[src/hdl/md5_pkg.sv]
// Types, constants and round functions of the MD5 digest block
`timescale 1ns / 1ps
package md5_pkg;
    localparam logic [31:0] IV0 = 32'h67452301;
    localparam logic [31:0] IV1 = 32'hEFCDAB89;
    localparam logic [31:0] IV2 = 32'h98BADCFE;
    localparam logic [31:0] IV3 = 32'h10325476;
    localparam logic [7:0] PAD_BYTE = 8'h80;
    localparam int LEN_POS = 56;

    typedef struct packed {
        logic [7:0] data;
        logic       valid;
        logic       last;
    } item_t;

    typedef enum logic [2:0] {
        BE_IDLE, BE_PAD, BE_ROUND, BE_FOLD, BE_OUT0, BE_OUT1
    } be_state_t;

    function automatic logic [31:0] round_k(input logic [5:0] i);
        logic [31:0] k;
        case (i)
            6'd0: k = 32'hd76aa478; 6'd1: k = 32'he8c7b756; 6'd2: k = 32'h242070db;
            6'd3: k = 32'hc1bdceee; 6'd4: k = 32'hf57c0faf; 6'd5: k = 32'h4787c62a;
            6'd6: k = 32'ha8304613; 6'd7: k = 32'hfd469501; 6'd8: k = 32'h698098d8;
            6'd9: k = 32'h8b44f7af; 6'd10: k = 32'hffff5bb1; 6'd11: k = 32'h895cd7be;
            6'd12: k = 32'h6b901122; 6'd13: k = 32'hfd987193; 6'd14: k = 32'ha679438e;
            6'd15: k = 32'h49b40821; 6'd16: k = 32'hf61e2562; 6'd17: k = 32'hc040b340;
            6'd18: k = 32'h265e5a51; 6'd19: k = 32'he9b6c7aa; 6'd20: k = 32'hd62f105d;
            6'd21: k = 32'h02441453; 6'd22: k = 32'hd8a1e681; 6'd23: k = 32'he7d3fbc8;
            6'd24: k = 32'h21e1cde6; 6'd25: k = 32'hc33707d6; 6'd26: k = 32'hf4d50d87;
            6'd27: k = 32'h455a14ed; 6'd28: k = 32'ha9e3e905; 6'd29: k = 32'hfcefa3f8;
            6'd30: k = 32'h676f02d9; 6'd31: k = 32'h8d2a4c8a; 6'd32: k = 32'hfffa3942;
            6'd33: k = 32'h8771f681; 6'd34: k = 32'h6d9d6122; 6'd35: k = 32'hfde5380c;
            6'd36: k = 32'ha4beea44; 6'd37: k = 32'h4bdecfa9; 6'd38: k = 32'hf6bb4b60;
            6'd39: k = 32'hbebfbc70; 6'd40: k = 32'h289b7ec6; 6'd41: k = 32'heaa127fa;
            6'd42: k = 32'hd4ef3085; 6'd43: k = 32'h04881d05; 6'd44: k = 32'hd9d4d039;
            6'd45: k = 32'he6db99e5; 6'd46: k = 32'h1fa27cf8; 6'd47: k = 32'hc4ac5665;
            6'd48: k = 32'hf4292244; 6'd49: k = 32'h432aff97; 6'd50: k = 32'hab9423a7;
            6'd51: k = 32'hfc93a039; 6'd52: k = 32'h655b59c3; 6'd53: k = 32'h8f0ccc92;
            6'd54: k = 32'hffeff47d; 6'd55: k = 32'h85845dd1; 6'd56: k = 32'h6fa87e4f;
            6'd57: k = 32'hfe2ce6e0; 6'd58: k = 32'ha3014314; 6'd59: k = 32'h4e0811a1;
            6'd60: k = 32'hf7537e82; 6'd61: k = 32'hbd3af235; 6'd62: k = 32'h2ad7d2bb;
            default: k = 32'heb86d391;
        endcase
        return k;
    endfunction

    function automatic logic [4:0] round_s(input logic [5:0] i);
        logic [4:0] s;
        case ({i[5:4], i[1:0]})
            4'd0: s = 5'd7;  4'd1: s = 5'd12; 4'd2: s = 5'd17; 4'd3: s = 5'd22;
            4'd4: s = 5'd5;  4'd5: s = 5'd9;  4'd6: s = 5'd14; 4'd7: s = 5'd20;
            4'd8: s = 5'd4;  4'd9: s = 5'd11; 4'd10: s = 5'd16; 4'd11: s = 5'd23;
            4'd12: s = 5'd6; 4'd13: s = 5'd10; 4'd14: s = 5'd15; default: s = 5'd21;
        endcase
        return s;
    endfunction
endpackage

[src/hdl/md5_front.sv]
// Input stage: registers items into a two-entry queue toward the core
`timescale 1ns / 1ps
module md5_front (
    input  logic          aclk,
    input  logic          aresetn,
    input  logic          s_valid,
    output logic          s_ready,
    input  md5_pkg::item_t s_item,
    output logic          q_valid,
    input  logic          q_ready,
    output md5_pkg::item_t q_item
);
    md5_pkg::item_t mem_reg [2];
    logic [1:0] cnt_reg, cnt_next;
    logic       wp_reg, rp_reg;
    logic       push, pop;

    // items with no byte and no last flag change nothing: drop them here
    assign s_ready  = (cnt_reg != 2'd2);
    assign push     = s_valid && s_ready && (s_item.valid || s_item.last);
    assign q_valid  = (cnt_reg != 2'd0);
    assign pop      = q_valid && q_ready;
    assign q_item   = mem_reg[rp_reg];
    assign cnt_next = cnt_reg + {1'b0, push} - {1'b0, pop};

    always_ff @(posedge aclk) begin
        if (!aresetn) begin
            cnt_reg <= 2'd0;
            wp_reg  <= 1'b0;
            rp_reg  <= 1'b0;
        end else begin
            cnt_reg <= cnt_next;
            if (push) wp_reg <= ~wp_reg;
            if (pop) rp_reg <= ~rp_reg;
        end
        if (push) mem_reg[wp_reg] <= s_item;
    end
endmodule

[src/hdl/md5_core.sv]
// Compression core: block buffer, padding sequencer, round unit and output
`timescale 1ns / 1ps
module md5_core (
    input  logic          aclk,
    input  logic          aresetn,
    input  logic          q_valid,
    output logic          q_ready,
    input  md5_pkg::item_t q_item,
    output logic          m_valid,
    input  logic          m_ready,
    output logic [63:0]   m_digest_half,
    output logic          m_half_index,
    output logic          m_final_half
);
    md5_pkg::be_state_t state_reg, state_next;
    logic [31:0] blk_reg [16];
    logic [31:0] cv_reg [4];
    logic [31:0] a_reg, b_reg, c_reg, d_reg;
    logic [60:0] total_reg;
    logic [5:0]  rnd_reg;
    logic [5:0]  pad_pos_reg;
    logic        last_reg;   // compression belongs to the final block
    logic        extra_reg;  // a length-only block still follows
    logic [5:0]  pos;
    logic [3:0]  widx;
    logic [31:0] f, sum, rot, nb;
    logic        take;
    logic [63:0] bits;

    assign pos  = total_reg[5:0];
    assign bits = {total_reg, 3'b000};
    assign q_ready = (state_reg == md5_pkg::BE_IDLE);
    assign take = q_valid && q_ready;

    always_comb begin
        case (rnd_reg[5:4])
            2'd0: begin f = (b_reg & c_reg) | (~b_reg & d_reg); widx = rnd_reg[3:0]; end
            2'd1: begin
                f = (b_reg & d_reg) | (c_reg & ~d_reg);
                widx = 4'(5 * rnd_reg[3:0] + 1);
            end
            2'd2: begin f = b_reg ^ c_reg ^ d_reg; widx = 4'(3 * rnd_reg[3:0] + 5); end
            default: begin f = c_reg ^ (b_reg | ~d_reg); widx = 4'(7 * rnd_reg[3:0]); end
        endcase
        sum = a_reg + f + blk_reg[widx] + md5_pkg::round_k(rnd_reg);
        rot = (sum << md5_pkg::round_s(rnd_reg))
            | (sum >> (6'd32 - {1'b0, md5_pkg::round_s(rnd_reg)}));
        nb  = b_reg + rot;
    end

    always_comb begin
        state_next = state_reg;
        case (state_reg)
            md5_pkg::BE_IDLE: if (take) begin
                if (q_item.valid && pos == 6'd63) state_next = md5_pkg::BE_ROUND;
                else if (q_item.last) state_next = md5_pkg::BE_PAD;
            end
            md5_pkg::BE_PAD: if (pad_pos_reg == 6'd63) state_next = md5_pkg::BE_ROUND;
            md5_pkg::BE_ROUND: if (rnd_reg == 6'd63) state_next = md5_pkg::BE_FOLD;
            md5_pkg::BE_FOLD: begin
                if (extra_reg) state_next = md5_pkg::BE_ROUND;
                else if (last_reg) state_next = md5_pkg::BE_OUT0;
                else state_next = md5_pkg::BE_IDLE;
            end
            md5_pkg::BE_OUT0: if (m_ready) state_next = md5_pkg::BE_OUT1;
            md5_pkg::BE_OUT1: if (m_ready) state_next = md5_pkg::BE_IDLE;
            default: state_next = md5_pkg::BE_IDLE;
        endcase
    end

    always_comb begin
        m_valid = (state_reg == md5_pkg::BE_OUT0) || (state_reg == md5_pkg::BE_OUT1);
        m_half_index = (state_reg == md5_pkg::BE_OUT1);
        m_final_half = m_half_index;
        m_digest_half = m_half_index ? {cv_reg[3], cv_reg[2]} : {cv_reg[1], cv_reg[0]};
    end

    always_ff @(posedge aclk) begin
        if (!aresetn) begin
            state_reg <= md5_pkg::BE_IDLE;
            cv_reg[0] <= md5_pkg::IV0; cv_reg[1] <= md5_pkg::IV1;
            cv_reg[2] <= md5_pkg::IV2; cv_reg[3] <= md5_pkg::IV3;
            total_reg <= '0;
            rnd_reg <= '0;
            last_reg <= 1'b0;
            extra_reg <= 1'b0;
            pad_pos_reg <= '0;
            a_reg <= '0; b_reg <= '0; c_reg <= '0; d_reg <= '0;
        end else begin
            state_reg <= state_next;
            case (state_reg)
                md5_pkg::BE_IDLE: if (take) begin
                    if (q_item.valid) begin
                        blk_reg[pos[5:2]][8*pos[1:0] +: 8] <= q_item.data;
                        total_reg <= total_reg + 61'd1;
                    end
                    // pad position starts after the byte just taken
                    pad_pos_reg <= pos + {5'd0, q_item.valid};
                    last_reg <= q_item.last;
                    // full block with last flag: pad block starts at zero afterwards
                    extra_reg <= q_item.valid && pos == 6'd63 && q_item.last;
                    a_reg <= cv_reg[0]; b_reg <= cv_reg[1];
                    c_reg <= cv_reg[2]; d_reg <= cv_reg[3];
                end
                md5_pkg::BE_PAD: begin
                    pad_pos_reg <= pad_pos_reg + 6'd1;
                    if (pad_pos_reg == 6'd63 && pos < 6'(md5_pkg::LEN_POS)) begin
                        blk_reg[14] <= bits[31:0];
                        blk_reg[15] <= bits[63:32];
                    end else begin
                        blk_reg[pad_pos_reg[5:2]][8*pad_pos_reg[1:0] +: 8] <=
                            (pad_pos_reg == pos) ? md5_pkg::PAD_BYTE : 8'h00;
                    end
                    if (pad_pos_reg == 6'd63 && pos >= 6'(md5_pkg::LEN_POS))
                        extra_reg <= 1'b1;
                end
                md5_pkg::BE_ROUND: begin
                    a_reg <= d_reg; d_reg <= c_reg; c_reg <= b_reg; b_reg <= nb;
                    rnd_reg <= rnd_reg + 6'd1;
                end
                md5_pkg::BE_FOLD: begin
                    cv_reg[0] <= cv_reg[0] + a_reg; cv_reg[1] <= cv_reg[1] + b_reg;
                    cv_reg[2] <= cv_reg[2] + c_reg; cv_reg[3] <= cv_reg[3] + d_reg;
                    a_reg <= cv_reg[0] + a_reg; b_reg <= cv_reg[1] + b_reg;
                    c_reg <= cv_reg[2] + c_reg; d_reg <= cv_reg[3] + d_reg;
                    if (extra_reg) begin
                        extra_reg <= 1'b0;
                        for (int i = 1; i < 14; i++) blk_reg[i] <= '0;
                        // pad byte lands at word 0 when the message filled the block
                        blk_reg[0] <= (pos == 6'd0) ? {24'd0, md5_pkg::PAD_BYTE} : 32'd0;
                        blk_reg[14] <= bits[31:0];
                        blk_reg[15] <= bits[63:32];
                    end
                end
                md5_pkg::BE_OUT1: if (m_ready) begin
                    cv_reg[0] <= md5_pkg::IV0; cv_reg[1] <= md5_pkg::IV1;
                    cv_reg[2] <= md5_pkg::IV2; cv_reg[3] <= md5_pkg::IV3;
                    total_reg <= '0;
                end
                default: ;
            endcase
        end
    end
endmodule

[src/hdl/md5_message_digest.sv]
// Top level of the streaming MD5 digest block
`timescale 1ns / 1ps
// Usage:
//  Input channel s_: one message byte per transaction (s_msg_byte) with
//  s_byte_valid marking a real byte and s_is_last closing the message.
//  An item with neither flag is dropped.
//  Output channel m_: two transactions per message, digest bytes 0..7 then
//  8..15, little-endian in m_digest_half, m_final_half on the second.
//  Flow: a byte that does not fill a block passes the input queue into the
//  core, and such bytes can follow one per cycle while the core is idle. A
//  64th byte starts the 64 rounds and the fold on the single round unit.
//  The last item adds padding up to the end of the block and one or two
//  compressions before the first half shows.
//  A two-entry input queue takes up to two items while the core works.
//  Reset (aresetn low, synchronous) loads the initial chaining value and
//  clears the byte count; the core likewise returns to that state after
//  each digest. When the receiver stalls the core holds the digest half.
module md5_message_digest (
    input  logic        aclk,
    input  logic        aresetn,
    input  logic        s_valid,
    output logic        s_ready,
    input  logic [7:0]  s_msg_byte,
    input  logic        s_byte_valid,
    input  logic        s_is_last,
    output logic        m_valid,
    input  logic        m_ready,
    output logic [63:0] m_digest_half,
    output logic        m_half_index,
    output logic        m_final_half
);
    md5_pkg::item_t s_item, q_item;
    logic q_valid, q_ready;

    assign s_item = '{data: s_msg_byte, valid: s_byte_valid, last: s_is_last};

    md5_front u_front (
        .aclk(aclk), .aresetn(aresetn), .s_valid(s_valid), .s_ready(s_ready),
        .s_item(s_item), .q_valid(q_valid), .q_ready(q_ready), .q_item(q_item)
    );

    md5_core u_core (
        .aclk(aclk), .aresetn(aresetn), .q_valid(q_valid), .q_ready(q_ready),
        .q_item(q_item), .m_valid(m_valid), .m_ready(m_ready),
        .m_digest_half(m_digest_half), .m_half_index(m_half_index),
        .m_final_half(m_final_half)
    );
endmodule

[config.mk]
export PLATFORM = sky130hd
export DESIGN_NAME = md5_message_digest
export DESIGN_NICKNAME = d
export VERILOG_FILES = /design/src/hdl/md5_pkg.sv /design/src/hdl/md5_front.sv /design/src/hdl/md5_core.sv /design/src/hdl/md5_message_digest.sv
export SDC_FILE = /design/constraint.sdc
export NUM_CORES = 2
export LEC_CHECK = 0
export BUFFER_PORTS_ARGS = -buffer_cell sky130_fd_sc_hd__buf_4
export CORE_MARGIN = 8
export CORE_UTILIZATION = 35
export DETAILED_ROUTE_END_ITERATION = 16
export GPL_ROUTABILITY_DRIVEN = 0
export PLACE_DENSITY_LB_ADDON = 0.25
export SETUP_SLACK_MARGIN = 0.1
export SYNTH_ARGS = -nofsm -noshare
export SYNTH_HDL_FRONTEND = slang
export SYNTH_SLANG_ARGS = --single-unit
[constraint.sdc]
create_clock -name aclk -period 12.3 [get_ports aclk]
set_clock_uncertainty 0.05 [all_clocks]
set_input_delay 2.46 -clock aclk [delete_from_list [all_inputs] [get_ports aclk]]
set_output_delay 2.46 -clock aclk [all_outputs]
set_load 0.05 [all_outputs]
### After elaboration in Yosys (flattened, before gate mapping)

Memories as Yosys holds them, arrays and structs flattened. A register that Yosys moved wholly into a read port is not among the register bits.
Index checks and enable logic that the tools add are counted.

| storage, ports and cells | value |
|---|---|
| register bits | 210 |
| bits in read-only memories | 2208 |
| output and inout port bits | 68 |
| memories kept | 6 |
| word-level logic and storage cells | 202 |
| bits in writable memories | 660 |
| input port bits | 14 |

| operators by class | value |
|---|---|
| bitwise operators | 25 |
| order comparisons | 2 |
| shifts and indexed selects | 6 |
| multipliers | 3 |
| equal/unequal tests | 20 |
| add/subtract/negate cells | 19 |
| reduce and logical (&&, ||, !) cells | 25 |
| multiplexer cells | 83 |

Memories:

| name | words | bits a word | read ports | clocked after Yosys merged registers in | wr ports | line | source |
|---|---|---|---|---|---|---|---|
| (name not given) | 64 | 32 | 1 | 1 | 0 | md5_pkg.sv:23 | `case (i)` |
| u_core.blk_reg | 16 | 32 | 1 | 0 | 16 | md5_core.sv:16 | `logic [31:0] blk_reg [16];` |
| u_core.cv_reg | 4 | 32 | 4 | 0 | 4 | md5_core.sv:17 | `logic [31:0] cv_reg [4];` |
| (name not given) | 16 | 5 | 1 | 1 | 0 | md5_pkg.sv:52 | `case ({i[5:4], i[1:0]})` |
| (name not given) | 16 | 5 | 1 | 1 | 0 | md5_pkg.sv:52 |  |
| u_front.mem_reg | 2 | 10 | 1 | 1 | 1 | md5_front.sv:13 | `md5_pkg::item_t mem_reg [2];` |

Operator list:

| cell | count |
|---|---|
| $mux 32 | 20 |
| $pmux 32 s3 | 5 |
| $add 32x32->32 | 8 |
| $mux 61 | 3 |
| $and 32x32->32 | 4 |
| $or 32x32->32 | 4 |
| $pmux 61 s2 | 1 |
| $xor 32x32->32 | 3 |
| $neg 5->34 | 2 |
| $shift 8x34->32 const A | 2 |
| $shiftx 8x34->32 | 2 |
| $mux 64 | 1 |
| $not 32->32 | 2 |
| $reduce_or 32->1 | 2 |
| $add 61x1->61 const B | 1 |
| $shl 32x5->32 | 1 |
| $shr 32x6->32 | 1 |
| $mux 1 | 29 |
| $mux 3 | 9 |
| $mux 4 | 6 |
| $eq 6x6->1 const B | 3 |
| $mux 6 | 3 |
| $pmux 3 s6 | 1 |
| $mux 8 | 2 |
| 36 further kinds | 68 |

### Logic depth before layout (Yosys ltp)

| depth | value |
|---|---|
| depth in word-level cells | 11 |
| mapped depth | 49 |
| depth with buffers taken out | 47 |

### Cells and area by module

From an unflattened synthesis, not the netlist that was laid out.

| second synthesis, totals | value |
|---|---|
| cells, all modules | 7356 |
| area, all modules | 59264.3 um2 |

Modules (own cells, without submodules):

| module | instances | area each (um2) | cells an instance | seq. area each (um2) |
|---|---|---|---|---|
| md5_core | 1 | 58300.9 | 7300 | 18938.2 |
| md5_front | 1 | 963.4 | 56 | 700.7 |

### Worst setup path before layout

No wires, ideal clock.

| timing path | value |
|---|---|
| path kind | reg-to-reg |
| start | register u_core.rnd_reg[1] |
| end | register u_core.b_reg[30] |
| required time | 12.176 ns |
| data arrival time | 10.472 ns |
| clock period less this slack | 10.597 ns |
| stages on the path, launching flop included | 49 |
| slack | 1.703 ns |
| buffers on the path | 3 |
| library setup time | 0.074 ns |
| path through | dfxtp_1 -> inv_1 -> ha_1 -> fa_1 -> xor2_1 -> xnor2_1 -> nor2_1 -> a21oi_1 -> mux2i_1 -> clkbuf_1 -> buf_1 -> buf_1 -> mux2i_1 -> a21oi_1 -> fa_1 -> inv_1 -> fa_1 -> inv_1 -> (+13 left out) -> a211o_1 -> nand3_1 -> ha_1 -> inv_1 -> fa_1 -> nand3b_1 -> nand2_1 -> a21oi_1 -> o31ai_1 -> o31ai_1 -> o311a_1 -> o31ai_1 -> a21o_1 -> nand2_1 -> o21ai_0 -> xor2_1 -> nand2_1 -> a31oi_1 |

| between the ends | value |
|---|---|
| word-level cells in the longest chain between the ends | 10 |
| elaborated cells on any way between the ends | 14 |
| classes of those cells | add/sub (5); mul (3); shift (2); mux (2); bitwise (1); memory (1) |

Ends and longest elaborated chain:

| element | line | source |
|---|---|---|
| start, declared | md5_core.sv:20 | `logic [5:0] rnd_reg;` |
| start signal, assigned | md5_core.sv:119 | `rnd_reg <= rnd_reg + 6'd1;` |
| $mul 2x4->4 / $mul 3x4->4 (equally long branches) | md5_core.sv:42, md5_core.sv:40 |  |
| $add 4x3->4 / $add 4x1->4 (equally long branches) | md5_core.sv:42, md5_core.sv:40 |  |
| $pmux 4 s3 (*) | md5_core.sv:36 | `case (rnd_reg[5:4])` |
| $mem_v2 16x32 (*) | n/a |  |
| $add 32x32->32 (*) (2 in a row) | md5_core.sv:45 | `sum = a_reg + f + blk_reg[widx] + md5_pkg::round_k(rnd_reg);` |
| $shr 32x6->32 / $shl 32x5->32 (equally long branches) | md5_core.sv:47, md5_core.sv:46 |  |
| $or 32x32->32 (*) | md5_core.sv:47 | `\| (sum >> (6'd32 - {1'b0, md5_pkg::round_s(rnd_reg)}));` |
| $add 32x32->32 (*) | md5_core.sv:48 | `nb = b_reg + rot;` |
| $pmux 32 s3 (*) | md5_core.sv:91 | `case (state_reg)` |
| end signal, assigned | md5_core.sv:102 | `a_reg <= cv_reg[0]; b_reg <= cv_reg[1];` |
| end signal, assigned | md5_core.sv:118 | `a_reg <= d_reg; d_reg <= c_reg; c_reg <= b_reg; b_reg <= nb;` |
| end signal, assigned | md5_core.sv:124 | `a_reg <= cv_reg[0] + a_reg; b_reg <= cv_reg[1] + b_reg;` |
| end, declared | md5_core.sv:18 | `logic [31:0] a_reg, b_reg, c_reg, d_reg;` |

Every way passes the cells marked *; elsewhere a longest branch is shown, timed or not.
A chain may end at the register's enable or synchronous reset.

### Final worst setup path

| timing path | value |
|---|---|
| start | register u_core.rnd_reg[2] |
| end | register u_core.b_reg[31] |

The elaborated chain is that of the path after synthesis.

==> summary.md <==
| Metric | Value |
|---|---|
| Status | `completed` |
| Row count | `151` |
| CP max-delay cell | `xor2_1` |
| Die Span X | `428 um` |
| Syn_area_per_cell | `8.61 um2` |
| Buffers on Ports | `81` |
| Crit path launch type | `flip-flop` |
| Initial core utilization | `a little over a third` |
| Routed WL | `217 mm` |
| CTS Sinks | `908` |
| Area growth syn-to-layout | `10.3%` |
| WL/cell | `24.0 um` |
| Skew-Pair Late Insertion Delay | `0.77 ns` |
| Mapped Area | `59400 um2` |
| Share of cells above drive strength 1 | `a little over a tenth` |
| Fin util | `38.8%` |
| Longest Clk Path Bufs | `3` |
| Post-Synthesis Cells | `between 6000 and 7000` |
| Peak VDD IR | `0.368 mV` |
| Main area contributors after synthesis | `dfxtp_1, mux2i_1, edfxtp_1` |
| Area leader, netlist | `dfxtp_1` |
| DR vias | `52800` |
| Final Max Slew Viols | `0` |
| Setup CP Type | `flip-flop to flip-flop` |
| Top cell type's share of synthesized area | `25.7%` |
| Ys Warns | `0` |
| 1st-iter DRT viols | `6219` |
| Die Ht | `428 um` |
| Initial antenna violation count | `3` |
| Leak | `26.7 nW` |
| Slew headroom | `between 10% and 20%` |
| GRT Util Overall | `22.2%` |
| # DRC | `0` |
| #FFs+latches synth | `908` |
| TritonRoute pass-1 iters | `6` |
| Top cell by count, worst path | `a21oi_1` |
| Placed insts | `around 8800` |
| Hold-fix buffers, CTS | `0` |
| Fillers | `17000` |
| Net Count, Synth | `7217` |
| Final Non-Filler Cells | `9036` |
| RSZ-0062 raised after global routing | `false` |
| CORE AREA | `about 170000 um2` |
| Number of flops mapped to enable cells by yosys | `between 100 and 150` |
| Die footprint | `183000 um2` |
| Final Hold Viols | `0` |
| H-tree depth | `3` |
| TNS Setup | `0 ns` |
| Number of max-cap violations | `0` |
| Slowest stage delay, CP | `approximately 0.8 ns` |
| Pwr per Cell Area | `319 nW/um2` |
| Fraction of registers with async set/reset | `0%` |
| CTS Buf Count | `101` |
| Fmax | `just under 90 MHz` |
| Vias per std cell | `5.84` |
| Post-DP HPWL | `154 mm` |
| CTS root buffer | `clkbuf_16` |
| Worst min path class | `flip-flop to flip-flop` |
| Post-layout minimum cycle time | `~11 ns` |
| Nets | `7044` |
| CP arrival | `11.94 ns` |
| GRT Residual Overflow | `0` |
| Worst-Margin Slew | `1.27 ns` |
| Number of global-route vias before repair | `48900` |
| Ys flop type | `dfxtp_1` |
| Sequential area share after synthesis | `33.1%` |
| # setup viols final | `0` |
| First-pass GRT wire length | `320 mm` |
| Largest fanout on the critical path | `12` |
| Worst setup EP type | `flip-flop` |
| Max reg flops | `512` |
| Critical Path RT | `12.84 ns` |
| CTS tree | `done` |
| Remaining antenna violation count after routing | `0` |
| IO Pins | `about 80` |
| Clk slew on worst S/H paths | `0.06 ns` |
| Synth cell types | `103` |
| Largest net degree at the start of global routing | `179` |
| Final Hold Slack | `0.437 ns` |
| Tcrit/Tclk final | `92.6%` |
==> timing repair <==
action,4_1_cts,5_1_grt
endpoints found under the hold margin,0,0
setup endpoints to repair,0,6
gates resized for setup,0,3
buffers inserted,0,3
==> cell usage after synthesis (26+ instances only) <==
master / count
a211oi_1: 140
o221a_2: 27
nand2b_1: 42
nor2_2: 31
maj3_1: 26
o211ai_1: 71
and3_1: 56
a221oi_1: 47
o22ai_1: 26
o22a_1: 37
a31oi_1: 115
edfxtp_1: 146
buf_1: 73
mux2_2: 85
o221ai_1: 30
xnor2_1: 142
o21ai_0: 401
nand2_1: 655
inv_1: 259
a21oi_1: 498
nor3_1: 105
xor2_1: 125
or3_1: 35
ha_1: 232
mux4_2: 142
nor2_1: 908
o21a_1: 44
clkbuf_1: 378
o21bai_1: 45
nor2b_1: 63
mux2i_1: 496
dfxtp_1: 762
fa_1: 69
a21o_1: 97
nand3_1: 139
==> report_power, final <==
part           internal [mW]  leakage (nW)  switching, mW
sequential              3.31          7.37          0.526
combinational           5.08          17.7           8.88
clock                   1.76          1.69           1.38
==> area by class of cell <==
type / instances / area [um2] / share of cell area (%)
Multi-Input combinational cell: 5260 / 37100 / 56.7
Sequential cell: 908 / 19600 / 30.0
Clock buffer: 140 / 2910 / 4.44
Tap cell: 2218 / 2780 / 4.23
Timing Repair Buffer: 191 / 1520 / 2.32
Inverter: 267 / 1000 / 1.53
Clock inverter: 49 / 534 / 0.815
Antenna cell: 3 / 7.51 / 0.0115
==> critical path, delay by kind of cell, from the launching register on <==
kind	cells	cell delay, ns
muxes	2	0.64
DFF	1	0.46
AOI/OAI and AO/OA	22	5.44
buffers and inverters	2	0.09
adders and majority gates	7	2.55
and+or+nand+nor	5	0.73
xor gates and xnor gates	4	1.26
==> stage by stage <==
stage	setup WS, ns	power (mW)	cell area, um2
after floorplan	1.70	13.3	59400
after global placement	0.945	17.4	62000
after detailed placement	0.848	17.5	62000
after CTS	0.749	20.7	65500
after global routing	0.104	22.2	65500
final	0.905	20.9	65500
==> worst paths after layout <==
| kind | start | cells after the start | endpoint | slack (ns) |
|---|---|---|---|---|
| worst max register to register | u_core.rnd_reg[2] | 42 | u_core.b_reg[31] | 0.91 |
| worst min register to register | u_core.blk_reg[4][6] | 2 | u_core.blk_reg[4][6] | 0.44 |
| worst min-delay path | u_core.blk_reg[4][6] | 2 | u_core.blk_reg[4][6] | 0.44 |
| worst max-delay path | u_core.rnd_reg[2] | 42 | u_core.b_reg[31] | 0.91 |
==> logic make-up after synthesis <==
kind of cell | Yosys count | synth area share (%)
compound gates | 1793 | 19.6
xor+xnor | 267 | 3.94
fa+ha+maj | 327 | 7.65
buf+inv | 735 | 4.72
flops | 908 | 33.1
mux | 723 | 15.4
simple gates | 2149 | 15.7
==> cell usage in the layout, fill, tap and decap left out, types with 20 or more instances in the layout <==
master     synthesis  final
nor2_1           908    904
dfxtp_1          762    758
nand2_1          655    650
a21oi_1          498    497
mux2i_1          496    492
o21ai_0          401    398
inv_1            259    255
ha_1             232    232
buf_4              1    184
edfxtp_1         146    146
mux4_2           142    142
xnor2_1          142    140
a211oi_1         140    140
nand3_1          139    139
xor2_1           125    124
a31oi_1          115    115
nor3_1           105    105
clkbuf_16          0    105
a21o_1            97     97
mux2_2            85     85
o211ai_1          71     71
fa_1              69     69
nor2b_1           63     61
and3_1            56     55
a221oi_1          47     47
o21bai_1          45     45
o21a_1            44     44
nand2b_1          42     40
o22a_1            37     37
or3_1             35     35
nor2_2            31     31
o221ai_1          30     30
o221a_2           27     27
o22ai_1           26     26
maj3_1            26     26
clkinv_2           0     25
and2_1            25     24
a311oi_1          25     23
nand4_1           22     22
clkbuf_1         378     20
==> layer usage <==
layer  GRT usage (%)  vias to the layer above  routed length, um
met1            29.8                    25700              92900
met5               0                        -                 43
met2            35.5                     2164              97200
li1                -                    24500                  -
met3            3.64                      373              16200
met4            9.28                        6              10500
Power figures use the tool's default switching activity.
